`src/hw/rtl/ftt_pkg.sv`:
```
`default_nettype none

package ftt_pkg;

    // Command carried by each input item
    typedef enum logic [1:0] {
        FUNC_TICK          = 2'd0,
        FUNC_START_KEEPING = 2'd1,
        FUNC_STOP_KEEPING  = 2'd2,
        FUNC_START_TIMEOUT = 2'd3
    } func_t;

    // Configuration register indexes
    localparam int CFG_INDEX_BITS = 2;
    localparam int CFG_DATA_BITS  = 16;

    typedef enum logic [CFG_INDEX_BITS-1:0] {
        CFG_PERIOD_STEP        = 2'd0,
        CFG_STRETCH_EVERY      = 2'd1,
        CFG_PERIODS_PER_SECOND = 2'd2,
        CFG_UNUSED             = 2'd3
    } cfg_index_t;

    localparam int STEP_BITS  = 16;
    localparam int INDEX_BITS = 5;
    localparam int SEC_BITS   = 16;
    localparam int DELAY_BITS = 9;

    localparam logic [STEP_BITS-1:0]  PERIOD_STEP_RESET        = 16'd819;
    localparam logic [INDEX_BITS-1:0] STRETCH_EVERY_RESET      = 5'd5;
    localparam logic [INDEX_BITS-1:0] PERIODS_PER_SECOND_RESET = 5'd20;

    typedef struct packed {
        logic [STEP_BITS-1:0]  period_step;
        logic [INDEX_BITS-1:0] stretch_every;
        logic [INDEX_BITS-1:0] periods_per_second;
    } cfg_t;

    typedef struct packed {
        logic [SEC_BITS-1:0] seconds;
        logic [15:0]         ticks_in_second;
        logic                period_pulse;
        logic                second_pulse;
        logic                timeout_expired;
        logic                counter_running;
    } result_t;

    // Tick delay for each timeout code; unlisted codes fall back to the shortest
    function automatic logic [DELAY_BITS-1:0] timeout_delay(input logic [2:0] code);
        logic [DELAY_BITS-1:0] d;
        unique case (code)
            3'd1:    d = 9'd10;
            3'd2:    d = 9'd20;
            3'd3:    d = 9'd38;
            3'd4:    d = 9'd76;
            3'd5:    d = 9'd150;
            3'd6:    d = 9'd299;
            default: d = 9'd10;
        endcase
        return d;
    endfunction

endpackage

`default_nettype wire

```
`src/hw/rtl/ftt_cfg_regs.sv`:
```
`default_nettype none

module ftt_cfg_regs (
    input  wire logic                                 aclk,
    input  wire logic                                 aresetn,
    input  wire logic                                 cfg_valid,
    output logic                                      cfg_ready,
    input  wire logic [ftt_pkg::CFG_INDEX_BITS-1:0]   cfg_index,
    input  wire logic [ftt_pkg::CFG_DATA_BITS-1:0]    cfg_data,
    output ftt_pkg::cfg_t                             cfg
);
    import ftt_pkg::*;

    cfg_t cfg_reg;
    cfg_t cfg_next;

    assign cfg_ready = 1'b1;
    assign cfg      = cfg_reg;

    always_comb begin
        cfg_next = cfg_reg;
        if (cfg_valid) begin
            unique case (cfg_index_t'(cfg_index))
                CFG_PERIOD_STEP:        cfg_next.period_step = cfg_data;
                CFG_STRETCH_EVERY:      cfg_next.stretch_every = cfg_data[INDEX_BITS-1:0];
                CFG_PERIODS_PER_SECOND: cfg_next.periods_per_second = cfg_data[INDEX_BITS-1:0];
                default:                cfg_next = cfg_reg;
            endcase
        end
    end

    always_ff @(posedge aclk) begin
        if (!aresetn) begin
            cfg_reg.period_step        <= PERIOD_STEP_RESET;
            cfg_reg.stretch_every      <= STRETCH_EVERY_RESET;
            cfg_reg.periods_per_second <= PERIODS_PER_SECOND_RESET;
        end else begin
            cfg_reg <= cfg_next;
        end
    end

endmodule

`default_nettype wire

```
`src/hw/rtl/ftt_core.sv`:
```
`default_nettype none

module ftt_core #(
    parameter int COUNTER_BITS = 16
) (
    input  wire logic             aclk,
    input  wire logic             aresetn,
    input  wire logic             step_en,
    input  wire logic [1:0]       func,
    input  wire logic [2:0]       timeout_code,
    input  wire ftt_pkg::cfg_t    cfg,
    output ftt_pkg::result_t      result
);
    import ftt_pkg::*;

    localparam int CB = COUNTER_BITS;

    logic [CB-1:0]         tick_reg, tick_next;
    logic [CB-1:0]         pcmp_reg, pcmp_next;
    logic [CB-1:0]         tcmp_reg, tcmp_next;
    logic [CB-1:0]         mark_reg, mark_next;
    logic [INDEX_BITS-1:0] pidx_reg, pidx_next;
    logic [INDEX_BITS-1:0] sidx_reg, sidx_next;
    logic [SEC_BITS-1:0]   secs_reg, secs_next;
    logic                  keep_reg, keep_next;
    logic                  armed_reg, armed_next;

    logic [CB-1:0]          tick_inc;
    logic [INDEX_BITS-1:0]  pidx_inc;
    logic [INDEX_BITS-1:0]  sidx_inc;
    logic                   stretch_hit;
    logic [STEP_BITS:0]     step_full;
    logic [CB+STEP_BITS:0]  pcmp_sum;
    logic [CB+STEP_BITS-1:0] step_ext;
    logic [CB+DELAY_BITS-1:0] delay_ext;
    logic [CB-1:0]          diff;
    logic [CB+15:0]         diff_ext;
    logic                   per_hit;
    logic                   sec_hit;
    logic                   tmo_hit;

    always_comb begin
        tick_inc    = tick_reg + {{(CB-1){1'b0}}, 1'b1};
        pidx_inc    = pidx_reg + 5'd1;
        sidx_inc    = sidx_reg + 5'd1;
        stretch_hit = (sidx_inc == cfg.stretch_every);
        step_full   = {1'b0, cfg.period_step} + {{STEP_BITS{1'b0}}, stretch_hit};
        pcmp_sum    = {{(STEP_BITS+1){1'b0}}, pcmp_reg} + {{CB{1'b0}}, step_full};
        step_ext    = {{CB{1'b0}}, cfg.period_step};
        delay_ext   = {{CB{1'b0}}, timeout_delay(timeout_code)};

        tick_next  = tick_reg;
        pcmp_next  = pcmp_reg;
        tcmp_next  = tcmp_reg;
        mark_next  = mark_reg;
        pidx_next  = pidx_reg;
        sidx_next  = sidx_reg;
        secs_next  = secs_reg;
        keep_next  = keep_reg;
        armed_next = armed_reg;
        per_hit    = 1'b0;
        sec_hit    = 1'b0;
        tmo_hit    = 1'b0;

        unique case (func_t'(func))
            FUNC_TICK: begin
                if (keep_reg || armed_reg) begin
                    tick_next = tick_inc;
                    per_hit   = keep_reg && (tick_inc == pcmp_reg);
                    tmo_hit   = armed_reg && (tick_inc == tcmp_reg);
                    if (per_hit) begin
                        pcmp_next = pcmp_sum[CB-1:0];
                        pidx_next = pidx_inc;
                        sidx_next = stretch_hit ? '0 : sidx_inc;
                        sec_hit   = (pidx_inc == cfg.periods_per_second);
                        // Second boundary: latch the mark, restart both indexes and count the second
                        if (sec_hit) begin
                            mark_next = tick_inc;
                            pidx_next = '0;
                            sidx_next = '0;
                            secs_next = secs_reg + 16'd1;
                        end
                    end
                    if (tmo_hit) begin
                        armed_next = 1'b0;
                    end
                end
            end
            FUNC_START_KEEPING: begin
                tick_next = '0;
                secs_next = '0;
                mark_next = '0;
                pcmp_next = step_ext[CB-1:0];
                keep_next = 1'b1;
            end
            FUNC_STOP_KEEPING: begin
                keep_next = 1'b0;
            end
            FUNC_START_TIMEOUT: begin
                tcmp_next  = tick_reg + delay_ext[CB-1:0];
                armed_next = 1'b1;
            end
            default: begin
                tick_next = tick_reg;
            end
        endcase

        diff     = tick_next - mark_next;
        diff_ext = {16'b0, diff};

        result.seconds         = secs_next;
        result.ticks_in_second = diff_ext[15:0];
        result.period_pulse    = per_hit;
        result.second_pulse    = sec_hit;
        result.timeout_expired = tmo_hit;
        result.counter_running = keep_next || armed_next;
    end

    always_ff @(posedge aclk) begin
        if (!aresetn) begin
            tick_reg  <= '0;
            pcmp_reg  <= '0;
            tcmp_reg  <= '0;
            mark_reg  <= '0;
            pidx_reg  <= '0;
            sidx_reg  <= '0;
            secs_reg  <= '0;
            keep_reg  <= 1'b0;
            armed_reg <= 1'b0;
        end else if (step_en) begin
            tick_reg  <= tick_next;
            pcmp_reg  <= pcmp_next;
            tcmp_reg  <= tcmp_next;
            mark_reg  <= mark_next;
            pidx_reg  <= pidx_next;
            sidx_reg  <= sidx_next;
            secs_reg  <= secs_next;
            keep_reg  <= keep_next;
            armed_reg <= armed_next;
        end
    end

endmodule

`default_nettype wire

```
`src/hw/rtl/fractional_tick_timekeeper_timeout_unit.sv`:
```
`default_nettype none
// Channel  | Direction | Handshake             | Payload
// s_       | in        | s_valid / s_ready     | s_func, s_timeout_code
// m_       | out       | m_valid / m_ready     | m_seconds, m_ticks_in_second, pulses, running
// cfg_     | in        | cfg_valid / cfg_ready | cfg_index, cfg_data
//
// One item per cycle while m_ready is high; an accepted item sits in the input register until
// the result register is free, then updates the state and loads it in one pass; m_valid rises.
// Timer state lives in one register bank that advances as the item leaves the input register.
// aresetn is synchronous, active low; it clears all timer state and loads default settings.
// A stalled m_ready holds the result register and, once the input register is full, s_ready.

module fractional_tick_timekeeper_timeout_unit #(
    parameter int COUNTER_BITS = 16
) (
    input  wire logic                                 aclk,
    input  wire logic                                 aresetn,
    input  wire logic                                 s_valid,
    output logic                                      s_ready,
    input  wire logic [1:0]                           s_func,
    input  wire logic [2:0]                           s_timeout_code,
    output logic                                      m_valid,
    input  wire logic                                 m_ready,
    output logic [15:0]                               m_seconds,
    output logic [15:0]                               m_ticks_in_second,
    output logic                                      m_period_pulse,
    output logic                                      m_second_pulse,
    output logic                                      m_timeout_expired,
    output logic                                      m_counter_running,
    input  wire logic                                 cfg_valid,
    output logic                                      cfg_ready,
    input  wire logic [ftt_pkg::CFG_INDEX_BITS-1:0]   cfg_index,
    input  wire logic [ftt_pkg::CFG_DATA_BITS-1:0]    cfg_data
);
    import ftt_pkg::*;

    cfg_t    cfg;
    result_t result;
    result_t out_reg;

    logic       in_valid_reg;
    logic       in_valid_next;
    logic [1:0] in_func_reg;
    logic [2:0] in_code_reg;
    logic       out_valid_reg;
    logic       out_valid_next;
    logic       advance;
    logic       accept;

    ftt_cfg_regs u_cfg (
        .aclk      (aclk),
        .aresetn   (aresetn),
        .cfg_valid (cfg_valid),
        .cfg_ready (cfg_ready),
        .cfg_index (cfg_index),
        .cfg_data  (cfg_data),
        .cfg       (cfg)
    );

    ftt_core #(
        .COUNTER_BITS(COUNTER_BITS)
    ) u_core (
        .aclk         (aclk),
        .aresetn      (aresetn),
        .step_en      (advance),
        .func         (in_func_reg),
        .timeout_code (in_code_reg),
        .cfg          (cfg),
        .result       (result)
    );

    // Move the held item into the result register whenever that register frees up
    assign advance = in_valid_reg && (!out_valid_reg || m_ready);
    assign s_ready = !in_valid_reg || advance;
    assign accept  = s_valid && s_ready;

    always_comb begin
        in_valid_next  = accept || (in_valid_reg && !advance);
        out_valid_next = advance || (out_valid_reg && !m_ready);
    end

    always_ff @(posedge aclk) begin
        if (!aresetn) begin
            in_valid_reg  <= 1'b0;
            out_valid_reg <= 1'b0;
        end else begin
            in_valid_reg  <= in_valid_next;
            out_valid_reg <= out_valid_next;
        end
    end

    always_ff @(posedge aclk) begin
        if (accept) begin
            in_func_reg <= s_func;
            in_code_reg <= s_timeout_code;
        end
        if (advance) begin
            out_reg <= result;
        end
    end

    assign m_valid           = out_valid_reg;
    assign m_seconds         = out_reg.seconds;
    assign m_ticks_in_second = out_reg.ticks_in_second;
    assign m_period_pulse    = out_reg.period_pulse;
    assign m_second_pulse    = out_reg.second_pulse;
    assign m_timeout_expired = out_reg.timeout_expired;
    assign m_counter_running = out_reg.counter_running;

endmodule

`default_nettype wire
```
`config.mk`:
```
export PLATFORM = sky130hd
export DESIGN_NAME = fractional_tick_timekeeper_timeout_unit
export DESIGN_NICKNAME = d
export VERILOG_FILES = /design/src/hw/rtl/ftt_pkg.sv /design/src/hw/rtl/ftt_cfg_regs.sv /design/src/hw/rtl/ftt_core.sv /design/src/hw/rtl/fractional_tick_timekeeper_timeout_unit.sv
export SDC_FILE = /design/constraint.sdc
export NUM_CORES = 1
export LEC_CHECK = 0
export BUFFER_PORTS_ARGS = -buffer_cell sky130_fd_sc_hd__buf_2
export CORE_ASPECT_RATIO = 0.7
export CORE_UTILIZATION = 45
export DETAILED_ROUTE_END_ITERATION = 16
export GPL_TIMING_DRIVEN = 1
export HOLD_SLACK_MARGIN = 0.12
export PLACE_DENSITY_LB_ADDON = 0.08
export RECOVER_POWER = 25
export SYNTH_ARGS = -nofsm -noshare
export SYNTH_HDL_FRONTEND = slang
export SYNTH_HIERARCHICAL = 1
export SYNTH_SLANG_ARGS = --single-unit
```
`constraint.sdc`:
```
create_clock -name aclk -period 4.7 [get_ports aclk]
set_clock_uncertainty 0.2 [all_clocks]
set_input_delay 0.47 -clock aclk [delete_from_list [all_inputs] [get_ports aclk]]
set_output_delay 0.47 -clock aclk [all_outputs]
set_load 0.01 [all_outputs]
```
# Yosys cells after proc, flatten, opt, wreduce, memory -nomap -nowiden
# Index checks and enable logic that the tools add are counted.
[totals] reg_bits=161 latchBits=0 mem_bits_rw=0 rom_bits=0 in_bits=28 out_inout_bits=39 wordCells=94 n_memories=0
[classes] addsub=8 mul=0 div_mod_pow=0 n_lt_le_gt_ge=0 n_eq_ne=16 shifts=0 mux=21 bitwise_logic=0 n_reduce_logical=27
[op_table] cell="$mux W16" n=9
[op_table] cell="$pmux W16 S2" n=4
[op_table] cell="$pmux W9 S5" n=1
[op_table] cell="$add A16 B1 Y16 const B" n=2
[op_table] cell="$eq A16 B16 Y1" n=2
[op_table] cell="$add A16 B1 Y16" n=1
[op_table] cell="$add A16 B16 Y16" n=1
[op_table] cell="$add A16 B9 Y16" n=1
[op_table] cell="$sub A16 B16 Y16" n=1
[op_table] cell="$mux W5" n=3
[op_table] cell="$add A5 B1 Y5 const B" n=2
[op_table] cell="$eq A5 B5 Y1" n=2
[op_table] cell="$reduce_and A2 Y1" n=5
[op_table] cell="$eq A3 B3 Y1 const B" n=3
[op_table] cell="$reduce_and A4 Y1" n=2
[op_table] cell="$eq A2 B2 Y1 const B" n=3
[op_table] cell="$eq A3 B2 Y1 const B" n=2
[op_table] cell="$logic_and A1 B1 Y1" n=6
[op_table] cell="$logic_or A1 B1 Y1" n=6
[op_table] cell="$eq A2 B1 Y1 const B" n=2
[op_table] cell="$logic_not A1 Y1" n=4
[op_table] cell="$logic_not A2 Y1" n=2
[op_table] cell="$ne A2 B1 Y1 const B" n=2
[op_table] cell="$pmux W1 S2" n=2
[op_table] cell="3 further kinds" n=4

# Depth between registers and ports, before layout
[depth] depth_word=7 ltp_mapped=24 mapped_depth_nobuf=20

# By module
# Netlist, hierarchy kept.
[by_module_without_submodules] mod="ftt_core" instances=1 cells_each=1075 area_each_um2=8107.8 seq_area_each_um2=1841.8
[by_module_without_submodules] mod="fractional_tick_timekeeper_timeout_unit" instances=1 cells_each=50 area_each_um2=1335.0 seq_area_each_um2=1271.2
[by_module_without_submodules] mod="ftt_cfg_regs" instances=1 cells_each=111 area_each_um2=1089.8 seq_area_each_um2=520.5

# Worst setup path before layout
# Ideal clock, no wire load.
[synth_timing] path_type="reg-to-reg" start="reg u_core.tick_reg[1]" end="reg out_reg (netlist bit m_ticks_in_second[15]), data pin" setup_ps=265 t_arrival_ps=4416 required_ps=4235 path_slack_ps=-182 stages_incl_launch_ff=23 path_buffers=5 period_less_slack_ps=4882 path_cell_list="dfxtp_1 > and2_1 > buf_2 > and4_1 > clkbuf_1 > mux2i_1 > nor4bb_1 > and4b_1 > buf_4 > nand3_2 > buf_6 > buf_2 > and3_1 > a21oi_1 > ha_1 > nor2b_1 > o31ai_1 > a21oi_1 > a2111oi_0 > nor2_1 > a31oi_1 > o21ai_0 > xor2_1"
[synth_rtl] element="from (decl)" line_no="ftt_core.sv:18" rtl="logic [CB-1:0] tick_reg, tick_next;"
[synth_rtl] element="from (signal assigned)" line_no="ftt_core.sv:131" rtl="tick_reg <= tick_next;"
[synth_rtl] element="to (signal assigned)" line_no="fractional_tick_timekeeper_timeout_unit.sv:98" rtl="out_reg <= result;"
[synth_rtl] element="to (decl)" line_no="fractional_tick_timekeeper_timeout_unit.sv:39" rtl="result_t out_reg;"

==> impl_metrics.env <==
export IMPL_initial_utilization=0.462
export IMPL_crit_path_max_incr_delay_ns=0.38
export IMPL_min_period_ns=4.47
export IMPL_synth_top_family_by_area="simple AND/OR/NAND/NOR gates"
export IMPL_numCtsBuffers=17
export IMPL_grt_antenna_before_repair=0
export IMPL_min_to="u_cfg/cfg[18]$_SDFFE_PN1P_"
export IMPL_worstRegToRegCells=18
export IMPL_pre_cts_slack_ns=-0.171
export IMPL_whs_path_depth=3
export IMPL_cts_sinks=161
export IMPL_dp_final_hpwl_um=21200
export IMPL_hold_viol=0
export IMPL_fin_hold_ws_ns=0.140
export IMPL_finalNetCount=1441
export IMPL_root_buffer="clkbuf_16"
export IMPL_required_ns=4.68
export IMPL_stdcell_count=1690
export IMPL_largest_reg_flops=26
export IMPL_drtIter0Drc=694
export IMPL_dieArea_um2=24000
export IMPL_clock_path_buffers=2
export IMPL_setup_violations=0
export IMPL_clock_latency_ns=0.44
export IMPL_drive_gt1_frac=0.170
export IMPL_syn_cell_area_um2=10500
export IMPL_critPathMaxFanout=13
export IMPL_vias=9534
export IMPL_finalPower_mw=3.38
export IMPL_finalWeightedCongestion=0.914
export IMPL_cap_viol_max_count=1
export IMPL_ir_drop_mv=0.242
export IMPL_hold_start="cfg_data[8]"
export IMPL_syn_nets=1313
export IMPL_arrival_ns=4.46
export IMPL_grt_pass1_vias=8770
export IMPL_placed_cells=1635
export IMPL_grt_pass1_wl_um=47400
export IMPL_cts_tree="built"
export IMPL_violations="max-capacitance violations, max-slew violations"
export IMPL_fin_crit_sh=0.952
export IMPL_critPathLaunchType="flip-flop"
export IMPL_async_flop_share=0
export IMPL_yosysSeqAreaShare=0.345
export IMPL_wl_per_cell_um=17.4
export IMPL_port_buffers=65
export IMPL_ys_seq_elements=161
export IMPL_cp_end_kind="flip-flop"
export IMPL_die_h_um=130
export IMPL_synth_adder_area_share=0.0611
export IMPL_track_usage=0.253
export IMPL_drt_total_wl_um=29400
export IMPL_slew_headroom=-0.421
export IMPL_fin_ws_ns=0.228
export IMPL_critPathKind="reg -> reg"
export IMPL_grt_overflow=0
export IMPL_drt_first_pass_iters=5
export IMPL_synth_compound_area_frac=0.195
export IMPL_num_rows=46
export IMPL_synth_xor_area_frac=0.0782
export IMPL_r2r_end="m_ticks_in_second[15]$_DFFE_PP_"
export IMPL_die_w_um=185
export IMPL_boundaryPins=67
export IMPL_crit_family="compound AO/OA/AOI/OAI gates"
export IMPL_hold_path_class="in -> reg"
export IMPL_viasPerCell=5.64
export IMPL_post_synth_inst_count=1236
export IMPL_p_per_area_nw_per_um2=270
export IMPL_synth_area_per_cell_um2=8.52
export IMPL_tightest_slew_ns=2.13
export IMPL_power_leakage_nw=4.82
export IMPL_yosysWarnings=6
export IMPL_clk_pin_slew_ns=0.07
export IMPL_h_tree_depth=4
export IMPL_yosys_area_share_simple=0.222
export IMPL_drc_errors=0
export IMPL_syn_to_final_growth_pct=19.1
export IMPL_report_final_slew_viol_count=24
export IMPL_fmax_mhz=224
export IMPL_crit_chain="ha_4, buf_4, nand3_1, buf_4, o32ai_1, nor3_1, and4b_1, nand3_2, buf_4, buf_4, mux2_2, ha_1, and3_1, a2111oi_2, nor2_1, a31oi_1, o21ai_1, xor2_1"
export IMPL_cp_num_buf_inv=4
export IMPL_cp_common_cell="buf_4"
export IMPL_rrSetupSlack_ns=0.23
export IMPL_coreArea_um2=22800
export IMPL_ant_nets=0
export IMPL_crit_slowest_cell="a2111oi_2"
export IMPL_synth_edf_count=41
export IMPL_synthMuxAreaShare=0.0476
export IMPL_ys_types=89
export IMPL_grt_max_degree=66
export IMPL_synthFlopType="dfxtp_1"
export IMPL_timing_rr_start="u_core/tick_reg[1]$_SDFFE_PN0P_"
export IMPL_status="complete, but fails checks"
-- synthesized netlist by cell type (7+ instances only) --
master / instances / area (µm²)
dfxtp_1: 120 / 2400
edfxtp_1: 41 / 1230
a211oi_1: 14 / 105
o21bai_1: 8 / 60.1
nand2_1: 164 / 616
and3_1: 13 / 81.3
inv_1: 31 / 116
o21a_1: 7 / 52.6
a31oi_1: 16 / 100
a21o_1: 8 / 60.1
nand3_1: 51 / 255
nor2b_1: 17 / 106
a21oi_1: 90 / 450
mux2i_1: 40 / 400
xnor2_1: 53 / 464
xor2_1: 34 / 298
clkbuf_1: 51 / 191
nor3_1: 21 / 105
and2_1: 11 / 68.8
o21ai_0: 71 / 355
nor2_1: 64 / 240
ha_1: 45 / 563
nand2b_1: 10 / 62.6
buf_4: 10 / 75.1
mux2_2: 9 / 101
o2111ai_1: 8 / 70.1
o211ai_1: 24 / 180
o31ai_1: 20 / 150
buf_2: 16 / 80.1
nand4_1: 13 / 81.3
or3_1: 22 / 138
or4_1: 13 / 97.6
-- placed cells by master (no fill, tap or decap), types with 33 or more instances in the layout --
cell type  Yosys  final
dfxtp_1      120    114
xor2_1        34     33
ha_1          45     44
nand2_1      164    164
nor2_1        64     62
edfxtp_1      41     41
buf_4         10    106
a21oi_1       90     86
xnor2_1       53     51
clkbuf_1      51     36
o21ai_0       71     68
mux2i_1       40     40
nand3_1       51     51
-- per-layer routing --
| layer | part of all wire | global-route usage |
|---|---|---|
| met1 | 0.52 | 0.383 |
| met5 | 0 | 0 |
| met3 | 0.047 | 0.0360 |
| met2 | 0.42 | 0.378 |
| met4 | 0.0066 | 0.0520 |
-- metrics by stage --
stage | utilization | TNS [ns] | cell area, µm²
after CTS | 0.546 | -0.0178 | 12500
after floorplan | - | 0 | 10500
after detailed placement | 0.511 | -0.307 | 11700
final | 0.551 | 0 | 12500
after global routing | 0.550 | -0.0220 | 12500
after global placement | 0.511 | -0.298 | 11700
-- final cells by class --
cell class,instances,area (µm²)
diodes,1,2.50
clock buffers,17,425
clock inverters,15,159
fillers,2152,10200
inverters,31,116
multi-input cells,960,6510
flip-flops and latches,161,3640
well taps,312,390
repair buffers,193,1310
-- tightest hold or removal path, cell delays in order --
cell and delay, ns:
buf_2 0.07, nand4bb_1 0.10, o211ai_1 0.09
-- cells by family after synthesis --
logic type | after synthesis
AOI/OAI and AO/OA | 319
xor gates and xnor gates | 90
adders and majority gates | 49
buffers and inverters | 115
DFF | 161
muxes | 49
other | 1
and+or+nand+nor | 452
-- power by group --
part	switching, mW	total, mW	internal [mW]
combinational	0.255	0.450	0.195
clock	0.633	1.42	0.790
sequential	0.0316	1.51	1.48
-- how the worst max path moves through the flow --
| stage | cells after the start | from | end |
|---|---|---|---|
| after floorplan | 23 | u_core/tick_reg[1]$_SDFFE_PN0P_ | m_ticks_in_second[14]$_DFFE_PP_ |
| after global placement | 20 | u_core/tick_reg[0]$_SDFFE_PN0P_ | m_ticks_in_second[15]$_DFFE_PP_ |
| after detailed placement | 20 | u_core/tick_reg[0]$_SDFFE_PN0P_ | m_ticks_in_second[15]$_DFFE_PP_ |
| after CTS | 20 | u_core/tick_reg[0]$_SDFFE_PN0P_ | m_ticks_in_second[15]$_DFFE_PP_ |
| after global routing | 20 | u_core/tick_reg[4]$_SDFFE_PN0P_ | m_ticks_in_second[14]$_DFFE_PP_ |
| final | 18 | u_core/tick_reg[1]$_SDFFE_PN0P_ | m_ticks_in_second[15]$_DFFE_PP_ |
-- timing repair --
item                       in CTS  in global routing
setup endpoints to repair       3                  7
setup buffers                   0                  3
hold buffers                   19                  0
pin swaps                       0                 24
hold endpoints to repair       21                  0
resized for setup               6                 35
(Power assumes the default switching activity.)
